==> src/rtl/smart_card_atr_validator_macros.svh <==
// Assertion macros shared by the ATR validator RTL.
`ifndef SMART_CARD_ATR_VALIDATOR_MACROS_SVH
`define SMART_CARD_ATR_VALIDATOR_MACROS_SVH

// Same-cycle implication, disabled while reset is asserted (active low).
`define SCAV_ASSERT_SAME(label, clk, rst_n, ante, cons, msg) \
    label: assert property (@(posedge clk) disable iff (!rst_n) (ante) |-> (cons)) \
        else $error(msg);

// Next-cycle implication, disabled while reset is asserted (active low).
`define SCAV_ASSERT_NEXT(label, clk, rst_n, ante, cons, msg) \
    label: assert property (@(posedge clk) disable iff (!rst_n) (ante) |=> (cons)) \
        else $error(msg);

`endif

==> src/rtl/scav_pkg.sv <==
// Types and constants shared by the ATR validator modules.
package scav_pkg;

    typedef enum logic [2:0] {
        PH_TS    = 3'd0,
        PH_T0    = 3'd1,
        PH_IFACE = 3'd2,
        PH_HIST  = 3'd3,
        PH_TCK   = 3'd4,
        PH_DONE  = 3'd5
    } t_phase;

    typedef enum logic [3:0] {
        KIND_TS     = 4'd0,
        KIND_T0     = 4'd1,
        KIND_TA     = 4'd2,
        KIND_TB     = 4'd3,
        KIND_TC     = 4'd4,
        KIND_TD     = 4'd5,
        KIND_HIST   = 4'd6,
        KIND_TCK    = 4'd7,
        KIND_EXCESS = 4'd8
    } t_kind;

    typedef enum logic [3:0] {
        ERR_NONE       = 4'd0,
        ERR_FI         = 4'd1,
        ERR_DI         = 4'd2,
        ERR_TA2_RFU    = 4'd3,
        ERR_TC2        = 4'd4,
        ERR_IFSC       = 4'd5,
        ERR_BWI        = 4'd6,
        ERR_TC_T1      = 4'd7,
        ERR_CLASS      = 4'd8,
        ERR_TRUNC      = 4'd9,
        ERR_HIST_SHORT = 4'd10,
        ERR_TCK_ABSENT = 4'd11,
        ERR_TCK_BAD    = 4'd12,
        ERR_EXCESS     = 4'd13
    } t_err;

    // What the structure still expects once the current byte is taken.
    typedef enum logic [1:0] {
        END_NONE  = 2'd0,
        END_TRUNC = 2'd1,
        END_HIST  = 2'd2,
        END_TCK   = 2'd3
    } t_end;

    localparam logic [15:0] FI_BAD_MASK    = 16'hC180;
    localparam logic [15:0] DI_BAD_MASK    = 16'hFC01;
    localparam logic [7:0]  TA2_RFU_MASK   = 8'h60;
    localparam logic [7:0]  BYTE_ONES      = 8'hFF;
    localparam logic [7:0]  BWI_MASK       = 8'hF0;
    localparam logic [7:0]  BWI_MAX        = 8'h90;
    localparam logic [7:0]  TC_T1_MASK     = 8'hFE;
    localparam logic [7:0]  CLASS_RFU_MASK = 8'h38;
    localparam logic [7:0]  CLASS_MASK     = 8'h07;
    localparam logic [3:0]  PROT_T1        = 4'd1;
    localparam logic [3:0]  PROT_T15       = 4'd15;
    localparam logic [3:0]  GROUP_MAX      = 4'd15;
    localparam logic [3:0]  GROUP_FIRST    = 4'd1;
    localparam logic [3:0]  GROUP_SECOND   = 4'd2;
    localparam logic [1:0]  MARK_T15_TA    = 2'd3;

    // Classified byte handed from the front to the back.
    typedef struct packed {
        logic [7:0] data;
        t_kind      kind;
        logic [3:0] group;
        logic [3:0] proto;
        logic       last;
        t_end       end_chk;
    } t_item;

    typedef struct packed {
        t_kind      kind;
        logic [3:0] group;
        logic [3:0] proto;
        t_err       err;
        logic       done;
        logic       ok;
    } t_result;

    // Queue occupancy seen by the front and the back.
    typedef struct packed {
        logic full;
        logic empty;
    } t_q_stat;

endpackage

==> src/rtl/scav_front.sv <==
// Front end: accepts ATR bytes, tracks the structure and classifies each byte.
module scav_front (
    input  logic            i_clk,
    input  logic            i_rst_n,
    input  logic            i_valid,
    input  logic [7:0]      i_data_byte,
    input  logic            i_is_last,
    input  scav_pkg::t_q_stat i_q_stat,
    output logic            o_stall,
    output logic            o_push,
    output scav_pkg::t_item o_item
);
    import scav_pkg::*;

    t_phase     r_phase, n_phase, s_phase;
    logic [3:0] r_pend, n_pend, s_pend;
    logic [3:0] r_group, n_group, s_group;
    logic [3:0] r_proto, n_proto, s_proto;
    logic [3:0] r_hist, n_hist, s_hist;
    logic       r_tck, n_tck, s_tck;
    logic       w_accept;
    logic [1:0] w_k;

    function automatic t_phase after_iface(input logic [3:0] hist, input logic tck);
        if (hist != 4'd0) begin
            return PH_HIST;
        end else if (tck) begin
            return PH_TCK;
        end else begin
            return PH_DONE;
        end
    endfunction

    assign o_stall  = i_q_stat.full;
    assign w_accept = i_valid && !i_q_stat.full;
    assign o_push   = w_accept;

    // Lowest pending indicator picks TA, TB, TC, then TD.
    always_comb begin
        if (r_pend[0]) begin
            w_k = 2'd0;
        end else if (r_pend[1]) begin
            w_k = 2'd1;
        end else if (r_pend[2]) begin
            w_k = 2'd2;
        end else begin
            w_k = 2'd3;
        end
    end

    // Next state.
    always_comb begin
        s_phase = r_phase;
        s_pend  = r_pend;
        s_group = r_group;
        s_proto = r_proto;
        s_hist  = r_hist;
        s_tck   = r_tck;
        case (r_phase)
            PH_TS: begin
                s_phase = PH_T0;
            end
            PH_T0: begin
                s_pend  = i_data_byte[7:4];
                s_hist  = i_data_byte[3:0];
                s_group = GROUP_FIRST;
                if (i_data_byte[7:4] != 4'd0) begin
                    s_phase = PH_IFACE;
                end else begin
                    s_phase = after_iface(i_data_byte[3:0], r_tck);
                end
            end
            PH_IFACE: begin
                if (w_k == 2'd3) begin
                    s_proto = i_data_byte[3:0];
                    s_tck   = r_tck || (i_data_byte[3:0] != 4'd0);
                    s_pend  = i_data_byte[7:4];
                    if (r_group < GROUP_MAX) begin
                        s_group = r_group + 4'd1;
                    end
                end else begin
                    s_pend = r_pend & ~(4'b0001 << w_k);
                end
                if (s_pend == 4'd0) begin
                    s_phase = after_iface(r_hist, s_tck);
                end
            end
            PH_HIST: begin
                s_hist = r_hist - 4'd1;
                if (s_hist == 4'd0) begin
                    s_phase = r_tck ? PH_TCK : PH_DONE;
                end
            end
            PH_TCK: begin
                s_phase = PH_DONE;
            end
            default: begin
                s_phase = PH_DONE;
            end
        endcase

        n_phase = r_phase;
        n_pend  = r_pend;
        n_group = r_group;
        n_proto = r_proto;
        n_hist  = r_hist;
        n_tck   = r_tck;
        if (w_accept) begin
            if (i_is_last) begin
                n_phase = PH_TS;
                n_pend  = 4'd0;
                n_group = 4'd0;
                n_proto = 4'd0;
                n_hist  = 4'd0;
                n_tck   = 1'b0;
            end else begin
                n_phase = s_phase;
                n_pend  = s_pend;
                n_group = s_group;
                n_proto = s_proto;
                n_hist  = s_hist;
                n_tck   = s_tck;
            end
        end
    end

    // Classification outputs.
    always_comb begin
        o_item.data  = i_data_byte;
        o_item.last  = i_is_last;
        o_item.proto = s_proto;
        o_item.group = 4'd0;
        case (r_phase)
            PH_TS:    o_item.kind = KIND_TS;
            PH_T0:    o_item.kind = KIND_T0;
            PH_IFACE: begin
                o_item.group = r_group;
                case (w_k)
                    2'd0:    o_item.kind = KIND_TA;
                    2'd1:    o_item.kind = KIND_TB;
                    2'd2:    o_item.kind = KIND_TC;
                    default: o_item.kind = KIND_TD;
                endcase
            end
            PH_HIST:  o_item.kind = KIND_HIST;
            PH_TCK:   o_item.kind = KIND_TCK;
            default:  o_item.kind = KIND_EXCESS;
        endcase
        case (s_phase)
            PH_T0, PH_IFACE: o_item.end_chk = END_TRUNC;
            PH_HIST:         o_item.end_chk = END_HIST;
            PH_TCK:          o_item.end_chk = END_TCK;
            default:         o_item.end_chk = END_NONE;
        endcase
    end

    always_ff @(posedge i_clk) begin
        if (!i_rst_n) begin
            r_phase <= PH_TS;
            r_pend  <= 4'd0;
            r_group <= 4'd0;
            r_proto <= 4'd0;
            r_hist  <= 4'd0;
            r_tck   <= 1'b0;
        end else begin
            r_phase <= n_phase;
            r_pend  <= n_pend;
            r_group <= n_group;
            r_proto <= n_proto;
            r_hist  <= n_hist;
            r_tck   <= n_tck;
        end
    end

endmodule

==> src/rtl/scav_queue.sv <==
// Two-entry queue of classified bytes between the front and the back.
module scav_queue (
    input  logic              i_clk,
    input  logic              i_rst_n,
    input  logic              i_push,
    input  scav_pkg::t_item   i_item,
    input  logic              i_pop,
    output scav_pkg::t_q_stat o_stat,
    output scav_pkg::t_item   o_head
);
    import scav_pkg::*;

    t_item      r_mem [2];
    logic       r_wptr, n_wptr;
    logic       r_rptr, n_rptr;
    logic [1:0] r_count, n_count;

    assign o_stat.full  = (r_count == 2'd2);
    assign o_stat.empty = (r_count == 2'd0);
    assign o_head       = r_mem[r_rptr];

    always_comb begin
        n_wptr  = i_push ? ~r_wptr : r_wptr;
        n_rptr  = i_pop ? ~r_rptr : r_rptr;
        n_count = r_count + {1'b0, i_push} - {1'b0, i_pop};
    end

    always_ff @(posedge i_clk) begin
        if (i_push) begin
            r_mem[r_wptr] <= i_item;
        end
    end

    always_ff @(posedge i_clk) begin
        if (!i_rst_n) begin
            r_wptr  <= 1'b0;
            r_rptr  <= 1'b0;
            r_count <= 2'd0;
        end else begin
            r_wptr  <= n_wptr;
            r_rptr  <= n_rptr;
            r_count <= n_count;
        end
    end

endmodule

==> src/rtl/scav_back.sv <==
// Back end: runs the byte checks, the check-byte XOR and the verdict.
module scav_back (
    input  logic              i_clk,
    input  logic              i_rst_n,
    input  scav_pkg::t_q_stat i_q_stat,
    input  scav_pkg::t_item   i_item,
    input  logic              i_out_stall,
    output logic              o_pop,
    output logic              o_valid,
    output scav_pkg::t_result o_result
);
    import scav_pkg::*;

    logic       r_valid, n_valid;
    t_result    r_res, n_res;
    t_err       r_err, n_err;
    logic [7:0] r_xor, n_xor;
    logic [3:0] r_marks, n_marks;
    logic       w_load;
    logic [7:0] w_xor;
    logic [3:0] w_marks;
    logic [1:0] w_k;
    logic [7:0] w_b;
    t_err       w_chk;
    t_err       w_endc;
    t_err       w_err;

    assign w_load  = !i_q_stat.empty && (!r_valid || !i_out_stall);
    assign o_pop   = w_load;
    assign o_valid = r_valid;
    assign o_result = r_res;
    assign w_b     = i_item.data;
    assign w_k     = 2'(i_item.kind - KIND_TA);
    assign w_xor   = (i_item.kind == KIND_TS) ? r_xor : (r_xor ^ w_b);

    always_comb begin
        w_chk   = ERR_NONE;
        w_marks = r_marks;
        case (i_item.kind)
            KIND_TA, KIND_TB, KIND_TC: begin
                if (i_item.group == GROUP_FIRST) begin
                    if (i_item.kind == KIND_TA) begin
                        if (FI_BAD_MASK[w_b[7:4]]) begin
                            w_chk = ERR_FI;
                        end else if (DI_BAD_MASK[w_b[3:0]]) begin
                            w_chk = ERR_DI;
                        end
                    end
                end else if (i_item.group == GROUP_SECOND) begin
                    if (i_item.kind == KIND_TA && (w_b & TA2_RFU_MASK) != 8'd0) begin
                        w_chk = ERR_TA2_RFU;
                    end
                    if (i_item.kind == KIND_TC && w_b == 8'd0) begin
                        w_chk = ERR_TC2;
                    end
                end else if (i_item.proto == PROT_T1) begin
                    if (!r_marks[w_k]) begin
                        w_marks[w_k] = 1'b1;
                        if (i_item.kind == KIND_TA && (w_b == 8'd0 || w_b == BYTE_ONES)) begin
                            w_chk = ERR_IFSC;
                        end
                        if (i_item.kind == KIND_TB && (w_b & BWI_MASK) > BWI_MAX) begin
                            w_chk = ERR_BWI;
                        end
                        if (i_item.kind == KIND_TC && (w_b & TC_T1_MASK) != 8'd0) begin
                            w_chk = ERR_TC_T1;
                        end
                    end
                end else if (i_item.proto == PROT_T15 && i_item.kind == KIND_TA) begin
                    if (!r_marks[MARK_T15_TA]) begin
                        w_marks[MARK_T15_TA] = 1'b1;
                        if ((w_b & CLASS_RFU_MASK) != 8'd0 || (w_b & CLASS_MASK) == 8'd0) begin
                            w_chk = ERR_CLASS;
                        end
                    end
                end
            end
            KIND_TCK: begin
                if (w_xor != 8'd0) begin
                    w_chk = ERR_TCK_BAD;
                end
            end
            KIND_EXCESS: begin
                w_chk = ERR_EXCESS;
            end
            default: begin
                w_chk = ERR_NONE;
            end
        endcase
    end

    always_comb begin
        w_endc = ERR_NONE;
        if (i_item.last) begin
            case (i_item.end_chk)
                END_TRUNC: w_endc = ERR_TRUNC;
                END_HIST:  w_endc = ERR_HIST_SHORT;
                END_TCK:   w_endc = ERR_TCK_ABSENT;
                default:   w_endc = ERR_NONE;
            endcase
        end
        // Keep the first error found.
        if (r_err != ERR_NONE) begin
            w_err = r_err;
        end else if (w_chk != ERR_NONE) begin
            w_err = w_chk;
        end else begin
            w_err = w_endc;
        end
    end

    always_comb begin
        n_valid = r_valid;
        n_res   = r_res;
        n_err   = r_err;
        n_xor   = r_xor;
        n_marks = r_marks;
        if (w_load) begin
            n_valid      = 1'b1;
            n_res.kind   = i_item.kind;
            n_res.group  = i_item.group;
            n_res.proto  = i_item.proto;
            n_res.err    = w_err;
            n_res.done   = i_item.last;
            n_res.ok     = i_item.last && (w_err == ERR_NONE);
            if (i_item.last) begin
                n_err   = ERR_NONE;
                n_xor   = 8'd0;
                n_marks = 4'd0;
            end else begin
                n_err   = w_err;
                n_xor   = w_xor;
                n_marks = w_marks;
            end
        end else if (!i_out_stall) begin
            n_valid = 1'b0;
        end
    end

    always_ff @(posedge i_clk) begin
        r_res <= n_res;
    end

    always_ff @(posedge i_clk) begin
        if (!i_rst_n) begin
            r_valid <= 1'b0;
            r_err   <= ERR_NONE;
            r_xor   <= 8'd0;
            r_marks <= 4'd0;
        end else begin
            r_valid <= n_valid;
            r_err   <= n_err;
            r_xor   <= n_xor;
            r_marks <= n_marks;
        end
    end

endmodule

==> src/rtl/smart_card_atr_validator.sv <==
// Top level of the smart-card Answer-to-Reset validator.
//
// Usage:
//   Input channel: one ATR byte per item on i_data_byte, starting with TS,
//   with i_is_last high on the final byte. An item is taken at a clock edge
//   where i_valid is high and o_stall is low.
//   Output channel: one result item per input byte (kind, group, protocol T,
//   first error so far, done flag and verdict), taken where o_valid is high
//   and i_stall is low.
//   Path: an accepted byte passes from the front into a queue entry, then from
//   the queue head into the output register.
//   Throughput: one byte per cycle while no stall holds the flow, as neither the
//   front end nor the back end has a busy state between bytes.
//   The last byte of an ATR returns all parse state to the TS expectation,
//   so the next ATR may follow in the very next cycle.
//   Reset (i_rst_n low, synchronous) empties the queue and the output register
//   and puts the parser at the TS byte with no error recorded.
//   When the receiver stalls, the result holds and the two-entry queue fills;
//   o_stall rises once both entries are taken.
`include "smart_card_atr_validator_macros.svh"

module smart_card_atr_validator (
    input  logic       i_clk,
    input  logic       i_rst_n,
    input  logic       i_valid,
    output logic       o_stall,
    input  logic [7:0] i_data_byte,
    input  logic       i_is_last,
    output logic       o_valid,
    input  logic       i_stall,
    output logic [3:0] o_byte_kind,
    output logic [3:0] o_group_number,
    output logic [3:0] o_protocol_t,
    output logic [3:0] o_error_code,
    output logic       o_done_res,
    output logic       o_atr_ok
);
    import scav_pkg::*;

    t_q_stat w_q_stat;
    t_item   w_push_item;
    t_item   w_head;
    logic    w_push;
    logic    w_pop;
    t_result w_res;

    // Front: classify each byte and advance the structure tracker.
    scav_front u_front (
        .i_clk       (i_clk),
        .i_rst_n     (i_rst_n),
        .i_valid     (i_valid),
        .i_data_byte (i_data_byte),
        .i_is_last   (i_is_last),
        .i_q_stat    (w_q_stat),
        .o_stall     (o_stall),
        .o_push      (w_push),
        .o_item      (w_push_item)
    );

    // Queue: decouple classification from checking so each side stalls alone.
    scav_queue u_queue (
        .i_clk   (i_clk),
        .i_rst_n (i_rst_n),
        .i_push  (w_push),
        .i_item  (w_push_item),
        .i_pop   (w_pop),
        .o_stat  (w_q_stat),
        .o_head  (w_head)
    );

    // Back: run the value checks, hold the sticky error, drive the result.
    scav_back u_back (
        .i_clk       (i_clk),
        .i_rst_n     (i_rst_n),
        .i_q_stat    (w_q_stat),
        .i_item      (w_head),
        .i_out_stall (i_stall),
        .o_pop       (w_pop),
        .o_valid     (o_valid),
        .o_result    (w_res)
    );

    assign o_byte_kind    = w_res.kind;
    assign o_group_number = w_res.group;
    assign o_protocol_t   = w_res.proto;
    assign o_error_code   = w_res.err;
    assign o_done_res     = w_res.done;
    assign o_atr_ok       = w_res.ok;

    // An accepted byte is in the queue at the next edge.
    `SCAV_ASSERT_NEXT(a_push_lands, i_clk, i_rst_n, i_valid && !o_stall, !w_q_stat.empty, "accepted byte missing from queue")

    // A passing verdict only comes on a finished ATR with no error.
    `SCAV_ASSERT_SAME(a_ok_clean, i_clk, i_rst_n, o_valid && o_atr_ok, o_done_res && (o_error_code == ERR_NONE), "atr_ok without clean finish")

    // Only interface bytes carry a group number.
    `SCAV_ASSERT_SAME(a_group_iface, i_clk, i_rst_n, o_valid && (o_byte_kind != KIND_TA) && (o_byte_kind != KIND_TB) && (o_byte_kind != KIND_TC) && (o_byte_kind != KIND_TD), o_group_number == 4'd0, "group number on non-interface byte")

    // The queue never reports full and empty together.
    `SCAV_ASSERT_SAME(a_queue_stat, i_clk, i_rst_n, w_q_stat.full, !w_q_stat.empty, "queue status inconsistent")

endmodule

==> config.mk <==
export PLATFORM = sky130hd
export DESIGN_NAME = smart_card_atr_validator
export DESIGN_NICKNAME = d
export VERILOG_FILES = /design/src/rtl/scav_pkg.sv /design/src/rtl/scav_front.sv /design/src/rtl/scav_queue.sv /design/src/rtl/scav_back.sv /design/src/rtl/smart_card_atr_validator.sv
export VERILOG_INCLUDE_DIRS = /design/src /design/src/rtl
export SDC_FILE = /design/constraint.sdc
export NUM_CORES = 1
export LEC_CHECK = 0
export BUFFER_PORTS_ARGS = -buffer_cell sky130_fd_sc_hd__buf_2
export CAP_MARGIN = 0
export CELL_PAD_IN_SITES_DETAIL_PLACEMENT = 1
export CELL_PAD_IN_SITES_GLOBAL_PLACEMENT = 2
export CORE_MARGIN = 2
export CORE_UTILIZATION = 36
export DETAILED_ROUTE_END_ITERATION = 6
export PLACE_DENSITY = 0.77
export SYNTH_ARGS = -nofsm -noshare
export SYNTH_HDL_FRONTEND = slang
export SYNTH_SLANG_ARGS = --single-unit
export TNS_END_PERCENT = 5
==> constraint.sdc <==
create_clock -name i_clk -period 3.33 [get_ports i_clk]
set_input_delay 0.4995 -clock i_clk [delete_from_list [all_inputs] [get_ports i_clk]]
set_output_delay 0.4995 -clock i_clk [all_outputs]
set_load 0.01 [all_outputs]
; Yosys cells after proc, flatten, opt, wreduce, memory -nomap -nowiden
; Memories as Yosys holds them, arrays and structs flattened. A register that Yosys moved wholly into a read port is not among the register bits.
; Index checks and enable logic that the tools add are counted.
[word_totals]
reg_bits = 59
ramBits = 46
rom_bits = 32
n_memories = 3
[mem_list]
columns = memory, words, width, read_ports, rd_ports_with_merged_regs, write_ports, line
row1 = u_queue.r_mem, 2, 23, 1, 1, 1, scav_queue.sv:13  ; t_item r_mem [2];
row2 = (no name shown), 16, 1, 1, 0, 0, scav_back.sv:45  ; end else if (DI_BAD_MASK[w_b[3:0]]) begin
row3 = (no name shown), 16, 1, 1, 0, 0, scav_back.sv:43  ; if (FI_BAD_MASK[w_b[7:4]]) begin
[classes]
addsub = 5
magnitude_cmp = 6
n_eq_ne = 32
n_shift = 1
muxes = 77
bitwise_logic = 6
n_reduce_logical = 50
[op_table]
columns = cell, n
row1 = $mux 4, 31
row2 = $reduce_bool 8->1, 4
row3 = $mux 3, 10
row4 = $pmux 4 s2, 3
row5 = $pmux 4 s3, 2
row6 = $pmux 4 s5, 1
row7 = $reduce_bool 4->1, 5
row8 = $mux 1, 19
row9 = $logic_not 4->1, 4
row10 = $logic_not 8->1, 2
row11 = $mux 8, 2
row12 = $eq 3x2->1 const B, 4
row13 = $eq 4x2->1 const B, 3
row14 = $pmux 3 s4, 1
row15 = $reduce_and 6->1, 2
row16 = $eq 2x2->1 const B, 5
row17 = $logic_and 1x1->1, 10
row18 = $lt 4x5->1 const B, 2
row19 = $ne 3x2->1 const B, 3
row20 = $pmux 3 s3, 1
row21 = $reduce_bool 3->1, 3
row22 = $eq 4x1->1 const B, 2
row23 = $eq 4x3->1 const B, 2
row24 = $eq 4x4->1 const B, 2
row25 = other kinds (33), 54

; Depth between registers and ports, before layout
[logic_depth]
word_depth = 16
depth_mapped = 11
depth_no_buf = 10

; Modules after synthesis
; Synthesis repeated with hierarchy kept, for this count alone.
[hier_totals]
hier_cells = 511
hier_area_um2 = 5527.8
[modules_own_cells]
columns = module, n_inst, cells_per_inst, area_each_um2, seq_area_each_um2
row1 = scav_back, 1, 222, 2087.0, 880.8
row2 = scav_queue, 1, 92, 1888.1, 1481.4
row3 = scav_front, 1, 197, 1552.7, 400.4

; Least setup slack after synthesis
; Ideal clock, no wire load.
[synth_path]
kind = reg-to-reg
from = register with a tool-made name
to = register u_back.r_res (netlist bit u_back.o_result[0]) (data pin)
arrival_ns = 2.659
t_required_ns = 3.019
path_slack_ns = 0.360
path_stages_with_launch = 10
n_path_buf = 0
path_cell_list = dfxtp_1 mux2i_1 inv_2 nor4_4 a21oi_1 o32ai_1 a41oi_1 or2_1 o311ai_0 a2111oi_0
[synth_rtl]
columns = element, line
row1 = end signal: assignment, scav_back.sv:141  ; r_res <= n_res;
row2 = end: declaration, scav_back.sv:15  ; t_result r_res, n_res;

==> results.yml <==
floorplan:
  die_w_um: 127.1
  die_area_sq_mm: 0.01615
  dieHeight_um: 127.1
  fp-row-count: 44
  start_util: 0.3725
  pin_count: 33
  fp.coreArea_sq_mm: 0.01464
timing:
  setup_violations: 0
  max_freq_mhz: 318.0
  maxSlewViolCount: 0
  whs_ps: 375.3
  period_needed_ps: 3145
  hold_viol: 0
  relSlewSlack: 0.5687
  fin_crit_sh: 0.9444
  fin_skew_ps: 9.030
  tightest_slew_ps: 642.6
yosys:
  synthesis.nets: 550
  ys.flop_type: "edfxtp_1"
  syn_inst: 532
  synthTopCellsByCount: "64 x edfxtp_1, 42 x dfxtp_1, 36 x o21ai_0, 34 x nand2_1, 33 x nor2_1"
  synthArstFlopShare: 0
  ys_warn_count: 0
  synth_top_area_frac: 0.3523
  synthesis.area_sq_mm: 0.005455
  ys_ff_latch: 106
  yosysSeqAreaShare: 0.5064
  avgSynthCellArea_sq_um: 10.25
  yosysMostFrequentCell: "edfxtp_1"
  synthTopCellsByArea: "edfxtp_1 35%, dfxtp_1 15%, o21ai_0 3.3%"
  synth_edf_count: 64
  synth.distinct_cells: 71
  yosys.area.top_type: "edfxtp_1"
global_route:
  gr-total-overflow: 0
  grt_max_degree: 36
  grt_first_pass_wirelength_mm: 23.82
  grt_pass1_vias: 4519
  grt_usage: 0.1882
  antenna_found_initial: 0
route:
  firstDrtPassIters: 4
  ant_nets: 0
  drtIter0Drc: 279
  wl_mm: 14.54
  wl_per_cell_um: 18.62
  vias: 4323
  via_per_inst: 5.535
  drc: 0
critical_path:
  cp_max_fo: 21
  critical_path_class: "reg -> reg"
  worstPathArrival_ps: 3230
  reg2reg_depth: 11
  startpoint_type: "flip-flop"
  end_kind: "flip-flop"
  cp.required_ps: 3410
clock_network:
  htreeDepth: 3
  cts_made_buffers: 9
  postCtsHoldBufs: 0
  cts_buffer_depth: 2
  cts.clk_slew.worst_paths_ps: 70
  clock-sinks: 106
  insertion_delay_ps: 360
  clock-root-buffer: "clkbuf_16"
  cts_tree: "built"
status:
  outcome: "finished, final reports clean"
final_layout:
  fillers: 1658
  nets: 610
  final_area_sq_mm: 0.006344
  num_antenna_cells: 0
  area_growth_pct: 16.28
  drive_gt1_frac: 0.2010
  final_cells: 781
placed_design:
  dpl_cell_area_sq_mm: 0.006036
  gp_congestion: 0.8476
  port_buffers: 32
  place_inst: 764
  dpl.hpwl_mm: 10.95
worst_hold_path:
  hold_class: "in -> reg"
  hold_path_depth: 1
job:
  drv_cap: 0
power_and_ir_drop:
  cellPowerDensity_mw_per_mm2: 731.0
  ir_drop_uv: 278.6
  power_uw: 4637
  power_leakage_uw: 0.002311
[per-stage QoR]
step,setup WS [ps],utilization,setup TNS [ps]
2_1_floorplan,360.0,-,0
3_3_place_gp,82.29,0.4122,0
3_5_place_dp,-63.54,0.4122,-68.45
4_1_cts,67.35,0.4326,0
5_1_grt,-7.123,0.4332,-13.81
6_report,185.1,0.4332,0
[timing repair]
action,in CTS,in global routing
pin swaps,1,0
setup buffers,1,0
resized for setup,1,3
endpoints found under the setup margin,3,4
gates cloned,0,0
hold endpoints to repair,0,0
[registers in the layout, summed over array words and instances (netlist names), named ones only]
register / flops
u_queue.r_rptr: 1
u_back.r_xor: 8
u_front.r_tck: 1
u_back.o_valid: 1
u_queue.r_mem: 46
u_front.r_proto: 4
u_back.r_err: 4
u_front.r_phase: 3
u_front.r_hist: 4
u_queue.r_wptr: 1
u_back.r_marks: 4
u_front.r_pend: 4
u_queue.r_count: 2
u_back.o_result: 18
u_front.r_group: 4
[cell usage in the layout, fill, tap and decap left out, drive strengths merged, types with 10 or more instances in the layout]
cell type	count
nand2	34
edfxtp	64
nor2	33
mux2i	17
mux2	14
o21ai	39
a21oi	31
buf	69
and2	12
nor2b	20
dfxtp	42
nor3	25
a21boi	11
clkbuf	11
inv	21
nand3	12
a31oi	10
[final cells by class]
class	count	area, sq um	share of cell area
multi-input combinational	387	2549	0.4018
clock inverter	5	46.29	0.007298
sequential	106	2766	0.4361
timing repair buffer	69	437.9	0.06903
inverter	19	71.32	0.01124
tap	184	230.2	0.03629
clock buffer	11	242.7	0.03826
[logic make-up after synthesis]
kind of cell / Yosys count / share of synthesized area
multiplexers: 32 / 0.06422
adder cells (fa/ha/maj): 5 / 0.01147
buffers and inverters: 39 / 0.02890
flip-flops: 106 / 0.5064
AND/OR/NAND/NOR: 197 / 0.2005
AO/OA/AOI/OAI: 141 / 0.1693
XOR/XNOR: 12 / 0.01927
[worst paths after layout]
| check | from | endpoint | slack (ps) |
|---|---|---|---|
| setup / recovery | flip-flop | u_back.o_result[0] | 190 |
| hold / removal | i_data_byte[7] | u_queue.r_mem[0][22] | 380 |
| setup reg to reg | flip-flop | u_back.o_result[0] | 190 |
| hold reg to reg | u_back.r_marks[2] | u_back.r_marks[2] | 480 |
[worst max-delay path, cell delays in order, from the launching register on]
cell and delay [ps]:
dfxtp_4 430, buf_4 180, or3_1 370, a222oi_1 310, buf_4 180, buf_4 110
nor2_1 40, a211o_1 290, nand3_1 100, or4b_1 480, o41ai_2 260, a2111oi_0 120
[routing by layer]
layer / wire (um) / track usage / share of wire / vias to the layer above
li1: - / - / - / 2128
met2: 7385 / 0.3384 / 0.51 / 46
met5: 0 / 0 / 0 / -
met3: 370 / 0.03057 / 0.025 / 14
met4: 217 / 0.06464 / 0.015 / 0
met1: 6569 / 0.2291 / 0.45 / 2135
[power by group]
group | total [uW] | internal, uW | switching [uW]
Clock | 1050 | 542 | 510
Sequential | 1900 | 1720 | 180
Combinational | 1690 | 714 | 974
Note: power is estimated with default switching activity, not from simulation.
